### config.mk
export PLATFORM = sky130hd
export DESIGN_NAME = obw_vec_cordic
export DESIGN_NICKNAME = d
export VERILOG_FILES = /design/src/hdl/obw_pkg.sv /design/src/hdl/obw_vec_cordic.sv
export SDC_FILE = /design/constraint.sdc
export NUM_CORES = 2
export LEC_CHECK = 0
export CAP_MARGIN = 20
export CORE_MARGIN = 2
export CORE_UTILIZATION = 55
export CTS_CLUSTER_DIAMETER = 100
export DETAILED_ROUTE_END_ITERATION = 8
export DONT_BUFFER_PORTS = 1
export HOLD_SLACK_MARGIN = 0.1
export PLACE_DENSITY_LB_ADDON = 0.2
export SYNTH_ARGS = -nofsm -noshare
export SYNTH_HDL_FRONTEND = slang
export SYNTH_SLANG_ARGS = --single-unit
### constraint.sdc
create_clock -name clock -period 66.5 [get_ports clock]
set_input_delay 3.325 -clock clock [delete_from_list [all_inputs] [get_ports clock]]
set_output_delay 3.325 -clock clock [all_outputs]
set_load 0.02 [all_outputs]
### src/hdl/obw_pkg.sv
// Shared constants, types and the arctangent table for orientation_bin_weights.
// No dependencies.
package obw_pkg;

   localparam int ORIENTATIONS = 4;
   localparam int N_EFF = (ORIENTATIONS < 2) ? 2 : ((ORIENTATIONS > 16) ? 16 : ORIENTATIONS);
   localparam int STEPS = 16;
   localparam int IDX_W = 4;
   localparam int SPAN = N_EFF * 65536;
   localparam logic signed [32:0] COS_START = 33'sd652032874;
   localparam logic [15:0] ONE_Q15 = 16'h8000;

   typedef logic [IDX_W-1:0] idx_type;

   typedef struct packed {
      logic        valid;
      logic        zero;
      logic [15:0] angle;
   } vec_rsp_type;

   typedef struct packed {
      logic        valid;
      logic        kill;
      logic        last;
      idx_type     idx;
      logic [14:0] w;
   } cos_req_type;

   typedef struct packed {
      logic        valid;
      logic        last;
      idx_type     idx;
      logic [15:0] weight;
   } cos_rsp_type;

   // atan(2^-k), pi = 65536 units
   function automatic logic [15:0] atan_lut(int k);
      logic [15:0] r;
      case (k)
         0:       r = 16'd16384;
         1:       r = 16'd9672;
         2:       r = 16'd5110;
         3:       r = 16'd2594;
         4:       r = 16'd1302;
         5:       r = 16'd652;
         6:       r = 16'd326;
         7:       r = 16'd163;
         8:       r = 16'd81;
         9:       r = 16'd41;
         10:      r = 16'd20;
         11:      r = 16'd10;
         12:      r = 16'd5;
         13:      r = 16'd3;
         default: r = 16'd1;
      endcase
      return r;
   endfunction

endpackage

### src/hdl/obw_vec_cordic.sv
// Pipelined vectoring CORDIC: angle of the input vector modulo pi.
// Depends on obw_pkg.
module obw_vec_cordic (
   input  logic                 clock,
   input  logic                 reset,
   input  logic                 in_valid,
   output logic                 in_ready,
   input  logic signed [15:0]   dir_x,
   input  logic signed [15:0]   dir_y,
   input  logic                 take,
   output obw_pkg::vec_rsp_type vec_out
);
   import obw_pkg::*;

   logic               v_ff    [STEPS+1];
   logic               zero_ff [STEPS+1];
   logic signed [32:0] x_ff    [STEPS+1];
   logic signed [32:0] y_ff    [STEPS+1];
   logic [15:0]        z_ff    [STEPS+1];

   logic               vadv;
   logic signed [16:0] px, py, qx, qy, rx, ry;
   logic [15:0]        rz;
   logic signed [32:0] x_in, y_in;

   assign vadv     = !v_ff[STEPS] || take;
   assign in_ready = vadv;

   always_comb begin
      px = 17'(dir_x);
      py = 17'(dir_y);
      if (py < 0 || (py == 0 && px < 0)) begin
         qx = -px;
         qy = -py;
      end else begin
         qx = px;
         qy = py;
      end
      if (qx < 0) begin
         rx = qy;
         ry = -qx;
         rz = 16'h8000;
      end else begin
         rx = qx;
         ry = qy;
         rz = 16'h0000;
      end
      x_in = 33'(rx) <<< 14;
      y_in = 33'(ry) <<< 14;
   end

   always_ff @(posedge clock) begin
      if (reset) begin
         v_ff[0] <= 1'b0;
      end else if (vadv) begin
         v_ff[0] <= in_valid;
      end
      if (vadv) begin
         zero_ff[0] <= (dir_x == 16'sd0) && (dir_y == 16'sd0);
         x_ff[0]    <= x_in;
         y_ff[0]    <= y_in;
         z_ff[0]    <= rz;
      end
   end

   for (genvar k = 0; k < STEPS; k++) begin : g_stage
      logic signed [32:0] xs, ys;
      assign xs = x_ff[k] >>> k;
      assign ys = y_ff[k] >>> k;
      always_ff @(posedge clock) begin
         if (reset) begin
            v_ff[k+1] <= 1'b0;
         end else if (vadv) begin
            v_ff[k+1] <= v_ff[k];
         end
         if (vadv) begin
            zero_ff[k+1] <= zero_ff[k];
            if (y_ff[k] > 0) begin
               x_ff[k+1] <= x_ff[k] + ys;
               y_ff[k+1] <= y_ff[k] - xs;
               z_ff[k+1] <= z_ff[k] + atan_lut(k);
            end else begin
               x_ff[k+1] <= x_ff[k] - ys;
               y_ff[k+1] <= y_ff[k] + xs;
               z_ff[k+1] <= z_ff[k] - atan_lut(k);
            end
         end
      end
   end

   assign vec_out.valid = v_ff[STEPS];
   assign vec_out.zero  = zero_ff[STEPS];
   assign vec_out.angle = z_ff[STEPS];

endmodule

==> impl_metrics.py <==
metrics = {
    "clock_tree": {
        "clock_sinks": 1114,
        "root_buffer": "clkbuf_16",
        "cts_made_buffers": 133,
        "cts_tree": "yes",
        "hold_buffers": 0,
        "clkSlewWorstSetupHoldPaths_ns": 0.06,
        "h-tree-depth": 4,
        "worst_skew_pair.late_latency_ns": 0.81,
        "clockBufferDepth": 3,
        "ctsResizeCount": 0,
        "post-cts-setup-buffers": 0,
    },
    "floorplan": {
        "die_height_um": 415.7,
        "die_area_mm2": 0.1728,
        "io_pins": 55,
        "start_util_pct": 55.19,
        "num_rows": 151,
        "dieWidth_um": 415.7,
        "coreArea_mm2": 0.1689,
    },
    "synthesis": {
        "synth_cells": 9795,
        "synthesis.nets": 10900,
        "synth-edff-count": 1114,
        "synth_top_area_cell": "edfxtp_1",
        "ys_warn_count": 0,
        "yosys-top-cells-area": "edfxtp_1 (36%), ha_1 (14%), xnor2_1 (9.1%)",
        "syn_avg_cell_area_um2": 9.518,
        "ys.flop_type": "edfxtp_1",
        "synth_area_mm2": 0.09322,
        "synth_cell_type_count": 97,
        "synth_top_area_share_pct": 35.88,
        "synth-seq-cells": 1114,
        "async_flop_share_pct": 0,
        "seq_area_frac_synth_pct": 35.88,
    },
    "run_status": {
        "outcome": "finished, final reports clean",
    },
    "critical_path": {
        "r2r_slack_ns": 58.15,
        "crit_arrival_ns": 9.66,
        "critPathKind": "in -> reg",
        "cp_max_fo": 26,
        "cp-start-kind": "primary input",
        "endpoint_kind": "flop",
        "worst_ep_required_time_ns": 67.05,
    },
    "final_layout": {
        "syn_to_final_growth_pct": 7.549,
        "layout_common_cells": "edfxtp_1 (1114), ha_1 (1035), xnor2_1 (969)",
        "finalNetCount": 10930,
        "final_common_cell": "edfxtp_1",
        "final_cell_area_mm2": 0.1003,
        "drive_gt1_share_pct": 3.907,
        "fillCellCount": 14480,
    },
    "route": {
        "firstDrtPassIters": 5,
        "avgRoutedWirePerCell_um": 20.42,
        "ant_nets": 0,
        "drtIter0Drc": 5997,
        "vias": 74290,
        "routed_via_density": 6.114,
        "postRouteWirelength_mm": 248.1,
        "drc": 0,
    },
    "grt": {
        "grt_pass1_wl_mm": 386.3,
        "gr-total-overflow": 0,
        "grt_max_degree": 125,
        "first_global_vias": 70720,
        "grt_use_total_pct": 27.99,
        "antenna_found_initial": 9,
    },
    "hold_path": {
        "hold_class": "reg -> reg",
    },
    "place": {
        "placed_area_mm2": 0.09579,
        "place.gp.congestion": 0.9627,
        "portBuffers": 0,
        "hpwl_mm": 195.8,
    },
    "sta": {
        "rsz0062_at_grt": "false",
        "skew_ns": 0.02983,
        "hold_viol_final": 0,
        "fin_setup_tns_ns": 0,
        "worstMarginPinSlew_ns": 1.072,
        "period_minus_slack_ns": 9.109,
        "setup_violations": 0,
        "finalCritPeriodShare_pct": 13.70,
        "max_clock_freq_mhz": 109.8,
        "drv_slew": 0,
        "slew_headroom_pct": 27.59,
    },
    "flow_run": {
        "cap_violations": 0,
    },
}
[synthesized netlist by cell type (127+ instances only)]
cell type / count
inv_1: 527
o21ai_0: 699
nand2b_1: 154
nand2_1: 604
clkbuf_1: 127
nor3_1: 247
a21oi_1: 813
nand3_1: 165
xor2_1: 464
edfxtp_1: 1114
ha_1: 1035
o31ai_1: 151
o21a_1: 127
a21o_1: 311
nor2b_1: 135
xnor2_1: 969
nor2_1: 762
[flip-flops by register name (all words and copies together), names as in the netlist]
register	flops
y_ff	458
z_ff	208
v_ff	17
x_ff	414
zero_ff	17
[critical path, cell delays in order]
cell and delay (ns):
and2b_2 0.18, buf_4 0.43, buf_4 0.46, nor2_1 0.13, o21ai_2 0.33, buf_4 0.45
inv_1 0.32, buf_4 0.31, nor2_1 0.14, xor2_1 0.17, ha_1 0.29, nand3_1 0.09
o22ai_1 0.11, o41ai_1 0.64, o31a_1 0.29, o21ai_0 0.20, a41oi_1 0.37, a21oi_1 0.21
a2111oi_0 0.62, o31ai_1 0.15, a21o_1 0.21, xor2_1 0.14
[layout make-up]
type	count	area [um^2]	share of cell area, %
tap	2218	2775	2.768
antenna	1	2.502	0.002496
multi-input combinational	7998	57240	57.09
clock inverter	89	1046	1.043
sequential	1114	33450	33.36
inverter	536	2022	2.017
clock buffer	151	3396	3.387
timing repair buffer	43	332.8	0.3319
[routing by layer]
layer	wire length, um	vias up	part of all wire (%)	GRT usage [%]
met1	110000	35460	44	37.54
met5	34	-	0.014	0
met3	14330	463	5.8	3.814
li1	-	36200	-	-
met2	115300	2167	46	46.43
met4	8466	6	3.4	9.695
[final timing paths]
kind / start / to / cells past startpoint
max: take / y_ff[11][31] / 22
min: zero_ff[0] / zero_ff[1] / 0
max reg2reg: y_ff[10][14] / y_ff[11][31] / 24
min reg2reg: zero_ff[0] / zero_ff[1] / 0
[through the flow]
| step | setup WS (ns) | hold WS, ns | util [%] | cells |
|---|---|---|---|---|
| after floorplan | 40.78 | 0.4003 | - | 9795 |
| after global placement | 56.91 | 0.4023 | 56.71 | 11910 |
| after detailed placement | 56.75 | 0.4052 | 56.71 | 11910 |
| after CTS | 57.59 | 0.4157 | 59.34 | 12150 |
| after global routing | 57.08 | 0.4215 | 59.36 | 12150 |
| final | 57.39 | 0.4136 | 59.36 | 12150 |
[cell families (layout without fill, tap and decap cells)]
group                    after synthesis  after routing  share of synthesized area [%]
AO/OA/AOI/OAI                       2770           2770                          18.65
AND/OR/NAND/NOR                     2678           2678                          14.04
XOR/XNOR                            1434           1434                          13.49
flip-flops                          1114           1114                          35.88
adder cells (fa/ha/maj)             1070           1070                          14.64
buffers and inverters                683            819                          2.778
multiplexers                          45             45                         0.5060
other                                  1              2                       0.004023
Power is not shown: default switching activity piles up to over one toggle a cycle in this logic, so the estimate is an artifact.
