File: config.mk
export PLATFORM = sky130hd
export DESIGN_NAME = obw_cos_cordic
export DESIGN_NICKNAME = d
export VERILOG_FILES = /design/src/hdl/obw_pkg.sv /design/src/hdl/obw_cos_cordic.sv
export SDC_FILE = /design/constraint.sdc
export NUM_CORES = 2
export LEC_CHECK = 0
export ABC_AREA = 1
export CAP_MARGIN = 20
export CORE_UTILIZATION = 30
export CTS_BUF_LIST = sky130_fd_sc_hd__clkbuf_8 sky130_fd_sc_hd__clkbuf_16
export CTS_CLUSTER_DIAMETER = 120
export CTS_CLUSTER_SIZE = 24
export DETAILED_ROUTE_END_ITERATION = 7
export DONT_BUFFER_PORTS = 1
export PLACE_DENSITY_LB_ADDON = 0.25
export SETUP_SLACK_MARGIN = 0.1
export SLEW_MARGIN = 25
export SYNTH_ARGS = -nofsm -noshare
export SYNTH_HDL_FRONTEND = slang
export SYNTH_SLANG_ARGS = --single-unit
File: constraint.sdc
create_clock -name clock -period 9.8 [get_ports clock]
set_input_delay 1.96 -clock clock [delete_from_list [all_inputs] [get_ports clock]]
set_output_delay 1.96 -clock clock [all_outputs]
set_load 0.03 [all_outputs]
File: src/hdl/obw_pkg.sv
// Shared constants, types and the arctangent table for orientation_bin_weights.
// No dependencies.
package obw_pkg;

   localparam int ORIENTATIONS = 4;
   localparam int N_EFF = (ORIENTATIONS < 2) ? 2 : ((ORIENTATIONS > 16) ? 16 : ORIENTATIONS);
   localparam int STEPS = 16;
   localparam int IDX_W = 4;
   localparam int SPAN = N_EFF * 65536;
   localparam logic signed [32:0] COS_START = 33'sd652032874;
   localparam logic [15:0] ONE_Q15 = 16'h8000;

   typedef logic [IDX_W-1:0] idx_type;

   typedef struct packed {
      logic        valid;
      logic        zero;
      logic [15:0] angle;
   } vec_rsp_type;

   typedef struct packed {
      logic        valid;
      logic        kill;
      logic        last;
      idx_type     idx;
      logic [14:0] w;
   } cos_req_type;

   typedef struct packed {
      logic        valid;
      logic        last;
      idx_type     idx;
      logic [15:0] weight;
   } cos_rsp_type;

   // atan(2^-k), pi = 65536 units
   function automatic logic [15:0] atan_lut(int k);
      logic [15:0] r;
      case (k)
         0:       r = 16'd16384;
         1:       r = 16'd9672;
         2:       r = 16'd5110;
         3:       r = 16'd2594;
         4:       r = 16'd1302;
         5:       r = 16'd652;
         6:       r = 16'd326;
         7:       r = 16'd163;
         8:       r = 16'd81;
         9:       r = 16'd41;
         10:      r = 16'd20;
         11:      r = 16'd10;
         12:      r = 16'd5;
         13:      r = 16'd3;
         default: r = 16'd1;
      endcase
      return r;
   endfunction

endpackage

File: src/hdl/obw_cos_cordic.sv
// Pipelined rotation CORDIC: cos of the half line distance as rounded Q1.15.
// Depends on obw_pkg.
module obw_cos_cordic (
   input  logic                 clock,
   input  logic                 reset,
   input  logic                 adv,
   input  obw_pkg::cos_req_type req,
   output obw_pkg::cos_rsp_type rsp
);
   import obw_pkg::*;

   logic               v_ff    [STEPS+1];
   logic               kill_ff [STEPS+1];
   logic               last_ff [STEPS+1];
   idx_type            idx_ff  [STEPS+1];
   logic signed [32:0] x_ff    [STEPS+1];
   logic signed [32:0] y_ff    [STEPS+1];
   logic signed [17:0] z_ff    [STEPS+1];

   cos_rsp_type        rsp_ff;
   logic signed [33:0] rs;
   logic signed [33:0] rq;
   logic [15:0]        wt;

   always_ff @(posedge clock) begin
      if (reset) begin
         v_ff[0] <= 1'b0;
      end else if (adv) begin
         v_ff[0] <= req.valid;
      end
      if (adv) begin
         kill_ff[0] <= req.kill;
         last_ff[0] <= req.last;
         idx_ff[0]  <= req.idx;
         x_ff[0]    <= COS_START;
         y_ff[0]    <= '0;
         z_ff[0]    <= {3'b000, req.w};
      end
   end

   for (genvar k = 0; k < STEPS; k++) begin : g_stage
      logic signed [32:0] xs, ys;
      logic signed [17:0] at;
      assign xs = x_ff[k] >>> k;
      assign ys = y_ff[k] >>> k;
      assign at = 18'(atan_lut(k));
      always_ff @(posedge clock) begin
         if (reset) begin
            v_ff[k+1] <= 1'b0;
         end else if (adv) begin
            v_ff[k+1] <= v_ff[k];
         end
         if (adv) begin
            kill_ff[k+1] <= kill_ff[k];
            last_ff[k+1] <= last_ff[k];
            idx_ff[k+1]  <= idx_ff[k];
            if (z_ff[k] >= 0) begin
               x_ff[k+1] <= x_ff[k] - ys;
               y_ff[k+1] <= y_ff[k] + xs;
               z_ff[k+1] <= z_ff[k] - at;
            end else begin
               x_ff[k+1] <= x_ff[k] + ys;
               y_ff[k+1] <= y_ff[k] - xs;
               z_ff[k+1] <= z_ff[k] + at;
            end
         end
      end
   end

   always_comb begin
      rs = 34'(x_ff[STEPS]) + 34'sd16384;
      rq = rs >>> 15;
      if (kill_ff[STEPS] || rq < 0) begin
         wt = '0;
      end else if (rq > 34'sd32768) begin
         wt = ONE_Q15;
      end else begin
         wt = rq[15:0];
      end
   end

   always_ff @(posedge clock) begin
      if (reset) begin
         rsp_ff.valid <= 1'b0;
      end else if (adv) begin
         rsp_ff.valid <= v_ff[STEPS];
      end
      if (adv) begin
         rsp_ff.last   <= last_ff[STEPS];
         rsp_ff.idx    <= idx_ff[STEPS];
         rsp_ff.weight <= wt;
      end
   end

   assign rsp = rsp_ff;

endmodule

==> flow_metrics.py <==
metrics = {
    "global_routing": {
        "grt_util_met2": 0.318,
        "grt_use_met3": 0.0177,
        "grt_pass1_vias": 95100,
        "grt.busiest_layer": "met2",
        "antenna_found_initial": 3,
        "grtUsageTotal": 0.187,
        "grt-ovfl-total": 0,
        "grt_pass1_wl_um": 560000,
        "grtUsageMet1": 0.254,
        "grt_max_degree": 212,
    },
    "synthesis": {
        "yosysSeqAreaShare": 0.337,
        "synth.avg_cell_area_um2": 7.64,
        "yosys.area_share.simple": 0.227,
        "ys_types": 60,
        "synth_xor_area_frac": 0.106,
        "synthMuxAreaShare": 0.0000887,
        "synth_cells": 14800,
        "synth-edff-count": 1267,
        "yosys_warnings": 0,
        "synth_seq_cells": 1268,
        "synth_compound_gate_area_share": 0.140,
        "syn_nets": 15900,
        "synth_fa_ha_area_frac": 0.123,
        "syn_area_um2": 113000,
        "synth_top_family_by_area": "simple AND/OR/NAND/NOR gates",
        "synthArstFlopShare": 0,
        "synth_flop_cell": "edfxtp_1",
    },
    "setup_path": {
        "r2r_cells": 16,
        "startpoint": "adv",
        "r2r_start": "y_ff[7][7]",
        "criticalPathCategory": "primary input to flip-flop",
        "cp.arrival_ps": 7650,
        "reg2reg_setup_slack_ps": 5450,
        "cp.required_ps": 10400,
        "start_kind": "primary input",
        "crit_path_end_kind": "flip-flop",
        "worstPathMaxFanout": 169,
        "rr_endpoint": "x_ff[8][29]",
        "cp-endpoint": "x_ff[9][30]",
    },
    "die": {
        "io_pins": 47,
        "die-width_um": 615,
        "initial_core_util": 0.302,
        "dieArea_um2": 379000,
        "coreArea_um2": 373000,
        "fp.dieH_um": 615,
        "core.rowCount": 224,
    },
    "drt": {
        "drc_errors": 0,
        "totalWireLength_um": 366000,
        "drt_iter0_markers": 7484,
        "num_vias": 98300,
        "wl_per_cell_um": 18.5,
        "first_pass_iters": 6,
        "vias_per_cell": 4.97,
        "final_antenna_net_count": 0,
    },
    "sta": {
        "max_slew.worst_pin.slew_ps": 1030,
        "min_period_over_period": 0.719,
        "finClkSkew_ps": 127,
        "hold_slack_ps": 374,
        "hold_viol_final": 0,
        "layout_min_cycle_time_ps": 7040,
        "fmax_mhz": 142,
        "rsz0062_at_grt": "no",
        "slew_violations": 0,
        "slew-limit-headroom": 0.312,
        "setup_viol": 0,
        "fin_tns_setup_ps": 0,
    },
    "clock_network": {
        "clock_sinks": 1268,
        "cts_resized": 0,
        "path_clk_slew_ps": 90,
        "cts_root_buf": "clkbuf_16",
        "clk-insertion-delay-late_ps": 880,
        "cts_tree": "done",
        "cts_inserted_buffers": 82,
        "post-cts-setup-buffers": 0,
        "htree_num_levels": 3,
        "clk_path_buf_depth": 4,
        "hold_buffers": 0,
    },
    "cells_and_area": {
        "final_common_cell": "nand2_1",
        "fillers": 40200,
        "final_cell_mix": "nand2_1, inv_1, nor2_1",
        "area_growth_pct": 7.93,
        "drive_gt1_frac": 0.0169,
        "multi_input_area_um2": 67200,
        "final_util": 0.326,
        "nets": 15900,
        "seq_area_um2": 38100,
    },
    "place": {
        "gp_congestion": 0.940,
        "io_buffers": 0,
        "dpl.hpwl_um": 306000,
    },
    "min_path": {
        "hold_path_class": "flip-flop to flip-flop",
        "worst_hold_startpoint": "z_ff[6][0]",
    },
    "status": {
        "status": "finished, final reports clean",
    },
    "run": {
        "drv_cap": 0,
    },
}
==> cells by family (layout without fill, tap and decap cells) <==
family / count (synthesis) / after routing
simple gates: 6201 / 6201
xor+xnor: 1360 / 1360
compound gates: 2846 / 2846
fa+ha+maj: 1086 / 1086
buf+inv: 2013 / 2069
other cells: 0 / 1
mux: 1 / 1
flops: 1268 / 1268
==> layout make-up <==
type	count	share of cell area
Inverter	1908	0.0588
Multi-Input combinational cell	11500	0.552
Sequential cell	1268	0.312
Timing Repair Buffer	36	0.00403
Clock inverter	42	0.00513
Clock buffer	83	0.0170
Tap cell	4972	0.0511
Antenna cell	1	0.0000205
==> worst min path at each step <==
| stage | to | depth (start not counted) |
|---|---|---|
| final | z_ff[7][0] | 0 |
| after global placement | idx_ff[7][2] | 0 |
| after floorplan | idx_ff[10][0] | 0 |
| after CTS | z_ff[7][0] | 0 |
| after global routing | z_ff[7][0] | 0 |
| after detailed placement | idx_ff[15][0] | 0 |
==> registers in the layout, summed over array words and instances, names as in the netlist <==
name and cells:
y_ff 415, rsp 22, kill_ff 17, z_ff 265
x_ff 447, idx_ff 68, last_ff 17, v_ff 17
==> cells in the mapped netlist, types with 50 or more instances <==
master	n	share of area
xnor2_1	348	0.027
inv_1	1893	0.063
xor2_1	1011	0.078
o21a_1	67	0.0045
nand2_1	3207	0.11
a21boi_0	60	0.0040
o21ai_0	836	0.037
nand4_1	166	0.0092
ha_1	1052	0.12
a31oi_1	60	0.0033
nor4_1	66	0.0037
nand3_1	740	0.033
a21oi_1	1347	0.060
nor2_1	1627	0.054
nor3_1	262	0.012
edfxtp_1	1267	0.34
o21bai_1	157	0.010
clkbuf_1	50	0.0017
a21o_1	176	0.012
==> per-stage QoR <==
step | worst slack, ps | instances | instance area (µm²)
final | 2760 | 19800 | 122000
after global routing | 2280 | 19800 | 122000
after CTS | 2840 | 19800 | 122000
after detailed placement | 1890 | 19700 | 119000
after global placement | 1810 | 19700 | 119000
after floorplan | 4460 | 14800 | 113000
==> routing by layer <==
layer / share of wire / wire (µm)
met5: 0.000019 / 7
met4: 0.027 / 10000
met3: 0.046 / 16800
met2: 0.46 / 168000
met1: 0.47 / 170000
==> critical path, cell delays in order <==
cell and delay [ps]:
buf_16 310, buf_16 390, buf_16 380, buf_16 490
nand2_2 430, inv_1 690, nor2_1 110, xor2_1 170
ha_1 350, nand2_1 70, o21ai_0 620, a21oi_1 260
o21ai_0 460, nand3b_1 130, nand2_1 90, xor2_1 60
Power is left out: the tool's default activity adds up to more than one toggle a clock period on the data nets, which glitch-free logic cannot reach.
