### src/hdl/obw_pkg.sv
// Shared constants, types and the arctangent table for orientation_bin_weights.
// No dependencies.
package obw_pkg;

   localparam int ORIENTATIONS = 4;
   localparam int N_EFF = (ORIENTATIONS < 2) ? 2 : ((ORIENTATIONS > 16) ? 16 : ORIENTATIONS);
   localparam int STEPS = 16;
   localparam int IDX_W = 4;
   localparam int SPAN = N_EFF * 65536;
   localparam logic signed [32:0] COS_START = 33'sd652032874;
   localparam logic [15:0] ONE_Q15 = 16'h8000;

   typedef logic [IDX_W-1:0] idx_type;

   typedef struct packed {
      logic        valid;
      logic        zero;
      logic [15:0] angle;
   } vec_rsp_type;

   typedef struct packed {
      logic        valid;
      logic        kill;
      logic        last;
      idx_type     idx;
      logic [14:0] w;
   } cos_req_type;

   typedef struct packed {
      logic        valid;
      logic        last;
      idx_type     idx;
      logic [15:0] weight;
   } cos_rsp_type;

   // atan(2^-k), pi = 65536 units
   function automatic logic [15:0] atan_lut(int k);
      logic [15:0] r;
      case (k)
         0:       r = 16'd16384;
         1:       r = 16'd9672;
         2:       r = 16'd5110;
         3:       r = 16'd2594;
         4:       r = 16'd1302;
         5:       r = 16'd652;
         6:       r = 16'd326;
         7:       r = 16'd163;
         8:       r = 16'd81;
         9:       r = 16'd41;
         10:      r = 16'd20;
         11:      r = 16'd10;
         12:      r = 16'd5;
         13:      r = 16'd3;
         default: r = 16'd1;
      endcase
      return r;
   endfunction

endpackage

### src/hdl/obw_expand.sv
// Per-orientation sequencer: one line distance per cycle while adv is high, for each held angle.
// Depends on obw_pkg.
module obw_expand (
   input  logic                 clock,
   input  logic                 reset,
   input  logic                 adv,
   input  obw_pkg::vec_rsp_type vec_in,
   output logic                 take,
   output obw_pkg::cos_req_type cos_out
);
   import obw_pkg::*;

   localparam logic [20:0] SPAN_V = 21'(SPAN);
   localparam idx_type     LAST_IDX = IDX_W'(N_EFF - 1);

   logic        busy_ff, zero_ff;
   idx_type     idx_ff;
   logic [15:0] a_ff;
   cos_req_type cos_ff;

   logic [20:0] na, off, u, ldist;
   logic        is_last;

   always_comb begin
      na   = 21'(N_EFF) * {5'd0, a_ff};
      off  = {1'b0, idx_ff, 16'd0};
      if (na < off) begin
         u = na + SPAN_V - off;
      end else begin
         u = na - off;
      end
      ldist = ((SPAN_V - u) < u) ? (SPAN_V - u) : u;
      is_last = (idx_ff == LAST_IDX);
   end

   assign take = adv && (!busy_ff || is_last);

   always_ff @(posedge clock) begin
      if (reset) begin
         busy_ff      <= 1'b0;
         cos_ff.valid <= 1'b0;
      end else if (adv) begin
         cos_ff.valid <= busy_ff;
         if (take) begin
            busy_ff <= vec_in.valid;
         end
      end
      if (adv) begin
         cos_ff.kill <= zero_ff || (ldist >= 21'd65536);
         cos_ff.last <= is_last;
         cos_ff.idx  <= idx_ff;
         cos_ff.w    <= ldist[15:1];
         if (take) begin
            idx_ff  <= '0;
            a_ff    <= vec_in.angle;
            zero_ff <= vec_in.zero;
         end else if (busy_ff) begin
            idx_ff <= idx_ff + 1'b1;
         end
      end
   end

   assign cos_out = cos_ff;

endmodule

### config.mk
export PLATFORM = sky130hd
export DESIGN_NAME = obw_expand
export DESIGN_NICKNAME = d
export VERILOG_FILES = /design/src/hdl/obw_pkg.sv /design/src/hdl/obw_expand.sv
export SDC_FILE = /design/constraint.sdc
export NUM_CORES = 1
export LEC_CHECK = 0
export ABC_AREA = 1
export BUFFER_PORTS_ARGS = -buffer_cell sky130_fd_sc_hd__buf_2
export CELL_PAD_IN_SITES_DETAIL_PLACEMENT = 1
export CELL_PAD_IN_SITES_GLOBAL_PLACEMENT = 2
export CORE_ASPECT_RATIO = 1.2
export CORE_MARGIN = 1
export CORE_UTILIZATION = 35
export DETAILED_ROUTE_END_ITERATION = 8
export PLACE_DENSITY_LB_ADDON = 0.1
export SETUP_SLACK_MARGIN = 0.15
export SLEW_MARGIN = 15
export SYNTH_ARGS = -nofsm -noshare
export SYNTH_HDL_FRONTEND = slang
export SYNTH_SLANG_ARGS = --single-unit
### constraint.sdc
create_clock -name clock -period 3.41 [get_ports clock]
set_clock_uncertainty 0.1 [all_clocks]
set_input_delay 0.341 -clock clock [delete_from_list [all_inputs] [get_ports clock]]
set_output_delay 0.341 -clock clock [all_outputs]
set_load 0.02 [all_outputs]
==> key figures, run 1 <==
Drt
  • DR iter-0 viols: 36
  • WL final: 5.45 mm
  • Met3 WL post-DR: between 100 and 150 µm
  • Drt drc: 0
  • Met1 Routed Length: around 2.5 mm
  • DR top layer: met4
  • WL/cell: 13.7 µm
  • DR vias: approximately 1.9k
  • Routed Antenna Nets: 0
  • Via density: 4.71
  • WL met2: about 2.8 mm
  • First-pass DRT Iterations: 4

Critical path
  • CP Launch Type: flip-flop
  • Crit-path slowest cell: fa_1
  • R2r worst-path depth: 15
  • Worst-path fanout max: 26
  • R2r startpoint: idx_ff[0]
  • Critical path type: flip-flop to flip-flop
  • Critical Path AT: about 2.9 ns
  • Worst Path Buf+Inv: 3
  • CP Data Required Time: between 3 and 4 ns
  • Crit path capture type: flip-flop
  • Most Frequent Cell on Critical Path: inv_1
  • CP cell instances: ha_1, inv_1, fa_1, nand2_1, nand2_2, inv_1, ha_1, inv_1, nor2_1, a21oi_1, nor3_2, nand2_2, nand2_8, nand2_1, o21ai_2
  • Reg2Reg Setup Slack: between 0.4 and 0.5 ns
  • FF-to-FF End: cos_out[3]
  • Top delay family on crit path: adder cells
  • CP max stage delay: 0.47 ns

Pwr
  • Switch Pwr: between 0.5 and 0.6 mW
  • Logic pwr share: between 20 and 30%
  • Internal power: 1.03 mW
  • Power Density: between 500 and 600 nW/µm²
  • Sequential group share of total power: between 40 and 50%
  • Switching Fraction: about a third
  • Clock network power share: between 20% and 30%
  • Leak: between 1 and 1.5 nW
  • VDD IR-drop max: approximately 190 µV
  • Total power: ~1.6 mW

Synth
  • Post-Syn Nets: a little under 300
  • Area leader, netlist: edfxtp_1
  • Syn Inst Count: 262
  • Most common cell in the netlist: nand2_1
  • Top FF cell, synth: edfxtp_1
  • Async set or reset register ratio after synthesis: 0%
  • Register area share after synthesis: 49.8%
  • Avg Synthesized Cell Area: 9.74 µm²
  • Synth top area cells: edfxtp_1 (48%), nand2_1 (7.5%), ha_1 (6.4%), inv_1 (5.1%), o21ai_2 (4.5%)
  • Flops & latches, synth: 43
  • Synth top area share: 48.2%
  • Yosys warns: 0
  • Top cells by count, synth: nand2_1 (51), edfxtp_1 (41), inv_1 (35)
  • EDFF count, synth: between 40 and 50
  • Mapped Area: 2550 µm²
  • Unique masters post-synth: 37

Cells and area
  • Multi-input gate area: roughly 1100 µm²
  • Diode count: 0
  • Area growth, synth to finish: 15.9%
  • Fill cells: approximately 840
  • Reg area: approximately 1300 µm²
  • Nets: approximately 340
  • Layout cells sized above 1: between 20% and 30%

Floorplan
  • Total die area: approximately 7600 µm²
  • Num rows: 33
  • Total core area: between 6000 and 7000 µm²
  • Die width: approximately 80 µm
  • Ports: 44
  • Die height: approximately 96 µm
  • Initial Utilization: 36.8%

STA
  • Worst-margin pin slew: ~0.6 ns
  • Setup violators final: 0
  • Fmax achieved: 337 MHz
  • Fin. Hold Viols: 0
  • Setup TNS: 0 ns
  • Clock period minus worst slack: just under 3 ns
  • RSZ-0062 raised after global routing: no
  • Final period util: 87.1%
  • Worst slew margin: 59.5%
  • Slew Viols, Final: 0

Placement
  • Number of port buffers: between 40 and 50
  • Routability cong.: around 0.82
  • HPWL after DPL: 4.27 mm

Clocking
  • Clock latency on the worst-skew pair: around 0.30 ns
  • Setup bufs post-CTS: 0
  • CTS buffer count: 5
  • CTS H-tree depth: 2
  • Clk buf depth: 2
  • CTS tree: done
  • Clk sink count: 43
  • Clock-pin slew on the worst setup and hold paths: 0.09 ns
  • Root Buffer: clkbuf_8

Global routing
  • Initial antenna violation count: 0
  • Number of global-route vias before repair: roughly 2k
  • First-pass GRT wire length: ~9.1 mm
  • Global Route Usage Sum: 15.9%
  • Largest net degree at the start of global routing: 28
  • Total gr overflow: 0

Worst hold path
  • Min-Delay Endpoint: a_ff[14]
  • Worst hold path depth: 1
  • HP Class: input port to flip-flop
  • Min-delay src: vec_in[14]

Outcome
  • Status: finished, final reports clean

Flow run
  • Max_cap viols: 0
==> layer usage <==
layer,up-vias,GRT usage (%)
met5,-,0
met4,0,3.13
met2,26,29.4
met1,883,18.9
met3,4,3.16
li1,956,-
==> power by group through the flow <==
| stage | Combinational, mW | Clock, mW | Sequential (mW) |
|---|---|---|---|
| after CTS | 0.458 | 0.431 | 0.695 |
| after global placement | 0.447 | 0 | 0.707 |
| after global routing | 0.514 | 0.446 | 0.702 |
| after floorplan | 0.323 | 0 | 0.754 |
| final | 0.454 | 0.416 | 0.693 |
| after detailed placement | 0.457 | 0 | 0.706 |
==> area by class of cell <==
type / count / area share [%]
Clock buffer: 5 / 2.33
Inverter: 37 / 4.69
Tap cell: 87 / 3.68
Clock inverter: 3 / 1.56
Timing Repair Buffer: 44 / 7.61
Multi-Input combinational cell: 178 / 37.2
Sequential cell: 43 / 43.0
==> placed cells by master, fill, tap and decap left out, types with 2 or more instances in the layout <==
cell / instances
nand2_1: 51
buf_2: 42
edfxtp_1: 41
inv_1: 35
nor2_1: 30
nand3_1: 14
o21ai_2: 13
ha_1: 13
nand2_2: 12
o21ai_0: 7
nand4_1: 5
xor2_1: 5
clkbuf_8: 5
xnor2_1: 4
nor2_2: 2
nor3_2: 2
a21oi_1: 2
nor3_1: 2
dfxtp_1: 2
buf_4: 2
==> logic make-up after synthesis <==
logic type / Yosys count / synth area share (%)
AO/OA/AOI/OAI: 25 / 7.16
other: 1 / 0.147
adder cells (fa/ha/maj): 14 / 7.16
buffers and inverters: 41 / 7.45
flip-flops: 43 / 49.8
XOR/XNOR: 9 / 3.09
AND/OR/NAND/NOR: 129 / 25.2
==> how the worst max path moves through the flow <==
stage          startpoint          to  slack [ns]  depth (start not counted)
2_1_floorplan   idx_ff[0]  cos_out[7]        0.70                         14
3_3_place_gp    idx_ff[0]  cos_out[6]        0.36                         13
3_5_place_dp    idx_ff[0]  cos_out[3]        0.32                         15
4_1_cts         idx_ff[0]  cos_out[3]        0.31                         14
5_1_grt         idx_ff[1]  cos_out[7]        0.19                         16
6_report        idx_ff[0]  cos_out[3]        0.44                         15
==> per-stage QoR <==
step	instances	setup WS [ns]	hold slack, ns	area [µm²]	utilization [%]
final	397	0.440	0.113	2960	42.7
after global routing	397	0.186	0.0955	2960	42.7
after CTS	397	0.307	0.101	2950	42.5
after detailed placement	389	0.324	0.365	2840	40.9
after global placement	389	0.364	0.361	2840	40.9
after floorplan	262	0.704	0.319	2550	-
==> registers in the layout (all words and copies together), names as in the netlist <==
name     count
busy_ff      1
zero_ff      1
cos_out     21
idx_ff       4
a_ff        16
==> what timing repair did <==
action | CTS | global route
hold buffers | 0 | 0
gates resized for setup | 0 | 1
setup endpoints to repair | 0 | 9
==> worst register-to-register path: stages (launching register included) <==
cell      delay [ns]
edfxtp_1        0.46
ha_1            0.18
inv_1           0.06
fa_1            0.47
nand2_1         0.07
nand2_2         0.16
inv_1           0.08
ha_1            0.31
inv_1           0.08
nor2_1          0.05
a21oi_1         0.17
nor3_2          0.06
nand2_2         0.13
nand2_8         0.17
nand2_1         0.14
o21ai_2         0.05
Power figures use the tool's default switching activity.
==> run 2, diff against run 1 <==
- CORE_ASPECT_RATIO: 1.2 -> 1.1
==> key figures, run 2 (synthesized netlist as in run 1, its figures left out) <==
Outcome
  • Status: finished, final reports clean

Cells and area
  • Reg area: 1270 µm² (unchanged)
  • Fill cells: 836 (unchanged)
  • Largest register FFs: 21 (unchanged)
  • Area growth, synth to finish: 16.1%
  • Nets: 345 (+0.29%)
  • Multi-input gate area: 1100 µm² (unchanged)
  • Commonest non-fill, non-tap cells in the layout: nand2_1 (51), buf_2 (42), edfxtp_1 (41)
  • Diode count: 0 (unchanged)
  • Final core occ: 42.1% (-0.60 points)
  • Layout cells sized above 1: 29.6% (+0.23 points)
  • Commonest non-fill, non-tap cell in the layout: nand2_1

Global routing
  • Largest net degree at the start of global routing: 29 (+3.6%)
  • Initial antenna violation count: 0 (unchanged)
  • Number of global-route vias before repair: 2,014 (+3.2%)
  • Global Route Usage Sum: 15.4% (-0.45 points)
  • First-pass GRT wire length: 9.26 mm (+1.3%)
  • Total gr overflow: 0 (unchanged)

Worst hold path
  • Min-Delay Endpoint: a_ff[5]
  • Min-delay src: vec_in[5]
  • HP Class: input port to flip-flop
  • Worst hold path depth: 1 (unchanged)

Critical path
  • Critical Path AT: 2.94 ns (+0.02 ns)
  • FF-to-FF End: cos_out[3]
  • Reg2Reg Setup Slack: 0.42 ns (-0.02 ns)
  • R2r worst-path depth: 15 (unchanged)
  • CP Data Required Time: 3.37 ns (about the same)
  • Worst Setup SP: idx_ff[0]
  • Crit path capture type: flip-flop
  • R2r startpoint: idx_ff[0]
  • Worst-path fanout max: 26 (unchanged)
  • Critical path type: flip-flop to flip-flop
  • CP Launch Type: flip-flop

Drt
  • DR iter-0 viols: 39 (+8.3%)
  • First-pass DRT Iterations: 4 (unchanged)
  • WL/cell: 13.7 µm (-0.54%)
  • Routed Antenna Nets: 0 (unchanged)
  • DR vias: 1,875 (+0.32%)
  • Drt drc: 0 (unchanged)
  • Via density: 4.73 (+0.57%)
  • WL final: 5.41 mm (-0.79%)

Pwr
  • Power Density: 527 nW/µm² (-0.27%)
  • Leak: 1.33 nW (+0.37%)
  • VDD IR-drop max: 227 µV (+22%)

STA
  • Slew Viols, Final: 0 (unchanged)
  • Fmax achieved: 335 MHz (-0.64%)
  • Setup TNS: 0 ns (unchanged)
  • Setup violators final: 0 (unchanged)
  • Clock period minus worst slack: 2.99 ns (+0.0192 ns)
  • WHS: 0.108 ns (-0.00440 ns)
  • Fin. Hold Viols: 0 (unchanged)
  • RSZ-0062 raised after global routing: no
  • Final period util: 87.7% (+0.56 points)

Floorplan
  • Ports: 44 (unchanged)
  • Total die area: 7640 µm² (about the same)
  • Die width: 83.4 µm (+4.3%)
  • Initial Utilization: 36.2% (-0.57 points)
  • Die height: 91.6 µm (-4.2%)
  • Total core area: 7050 µm² (+1.6%)
  • Num rows: 32 (-3.0%)

Clocking
  • Clock latency on the worst-skew pair: 0.30 ns (about the same)
  • Clock-pin slew on the worst setup and hold paths: 0.09 ns (about the same)
  • Root Buffer: clkbuf_8
  • Hold bufs inserted after CTS: 0 (unchanged)
  • Clk sink count: 43 (unchanged)
  • Setup bufs post-CTS: 0 (unchanged)
  • CTS H-tree depth: 2 (unchanged)
  • Clk buf depth: 2 (unchanged)
  • CTS buffer count: 5 (unchanged)
  • CTS tree: done

Flow run
  • Max_cap viols: 0 (unchanged)

Placement
  • Number of port buffers: 42 (unchanged)
  • HPWL after DPL: 4.36 mm (+2.0%)
  • Routability cong.: 0.753 (-8.1%)
run 2: changes by cell type in the layout (fill, tap and decap cells not counted), sizes merged:
| cell | previous run | this run |
|---|---|---|
| buf | 44 | 45 |
run 2: worst max-delay path: stages (launching register included):
cell	delay [ns]
edfxtp_1	0.46
ha_1	0.19
inv_1	0.06
fa_1	0.47
nand2_1	0.06
nand2_2	0.16
inv_1	0.08
ha_1	0.31
inv_1	0.08
nor2_1	0.05
a21oi_1	0.16
nor3_2	0.07
nand2_2	0.13
nand2_8	0.17
nand2_1	0.13
o21ai_2	0.06
run 2: report_power, final:
group          switching [mW]  total, mW  internal (mW)
clock network           0.191      0.412          0.221
registers              0.0322      0.693          0.661
logic                   0.303      0.457          0.153
run 2: worst max path at each step:
stage                  to  slack, ns  cells after the start
2_1_floorplan  cos_out[7]       0.70                     14
3_3_place_gp   cos_out[3]       0.35                     13
3_5_place_dp   cos_out[3]       0.33                     14
4_1_cts        cos_out[3]       0.31                     14
5_1_grt        cos_out[3]       0.20                     17
6_report       cos_out[3]       0.42                     15
run 2: routing by layer:
| layer | global-route usage [%] | vias to the layer above | wire (µm) |
|---|---|---|---|
| met4 | 3.39 | 0 | 51 |
| li1 | - | 960 | - |
| met5 | 0 | - | 0 |
| met1 | 18.0 | 881 | 2440 |
| met3 | 3.00 | 6 | 170 |
| met2 | 29.0 | 28 | 2750 |
run 2: area by class of cell:
cell class / instances / share of cell area (%)
clock buffer: 5 / 2.32
tap: 85 / 3.59
multi-input combinational: 178 / 37.1
clock inverter: 3 / 1.56
inverter: 37 / 4.69
timing repair buffer: 45 / 7.85
sequential: 43 / 42.9
run 2: per-stage QoR:
stage	area (µm²)	std cells	total power, mW	setup slack, ns
2_1_floorplan	2550	262	1.08	0.704
3_3_place_gp	2840	388	1.16	0.349
3_5_place_dp	2840	388	1.16	0.329
4_1_cts	2960	396	1.58	0.307
5_1_grt	2960	396	1.65	0.202
6_report	2960	396	1.56	0.420
run 2: timing repair:
action,in CTS,in global routing
endpoints found under the setup margin,0,5
gates resized for setup,0,1
endpoints found under the hold margin,0,0
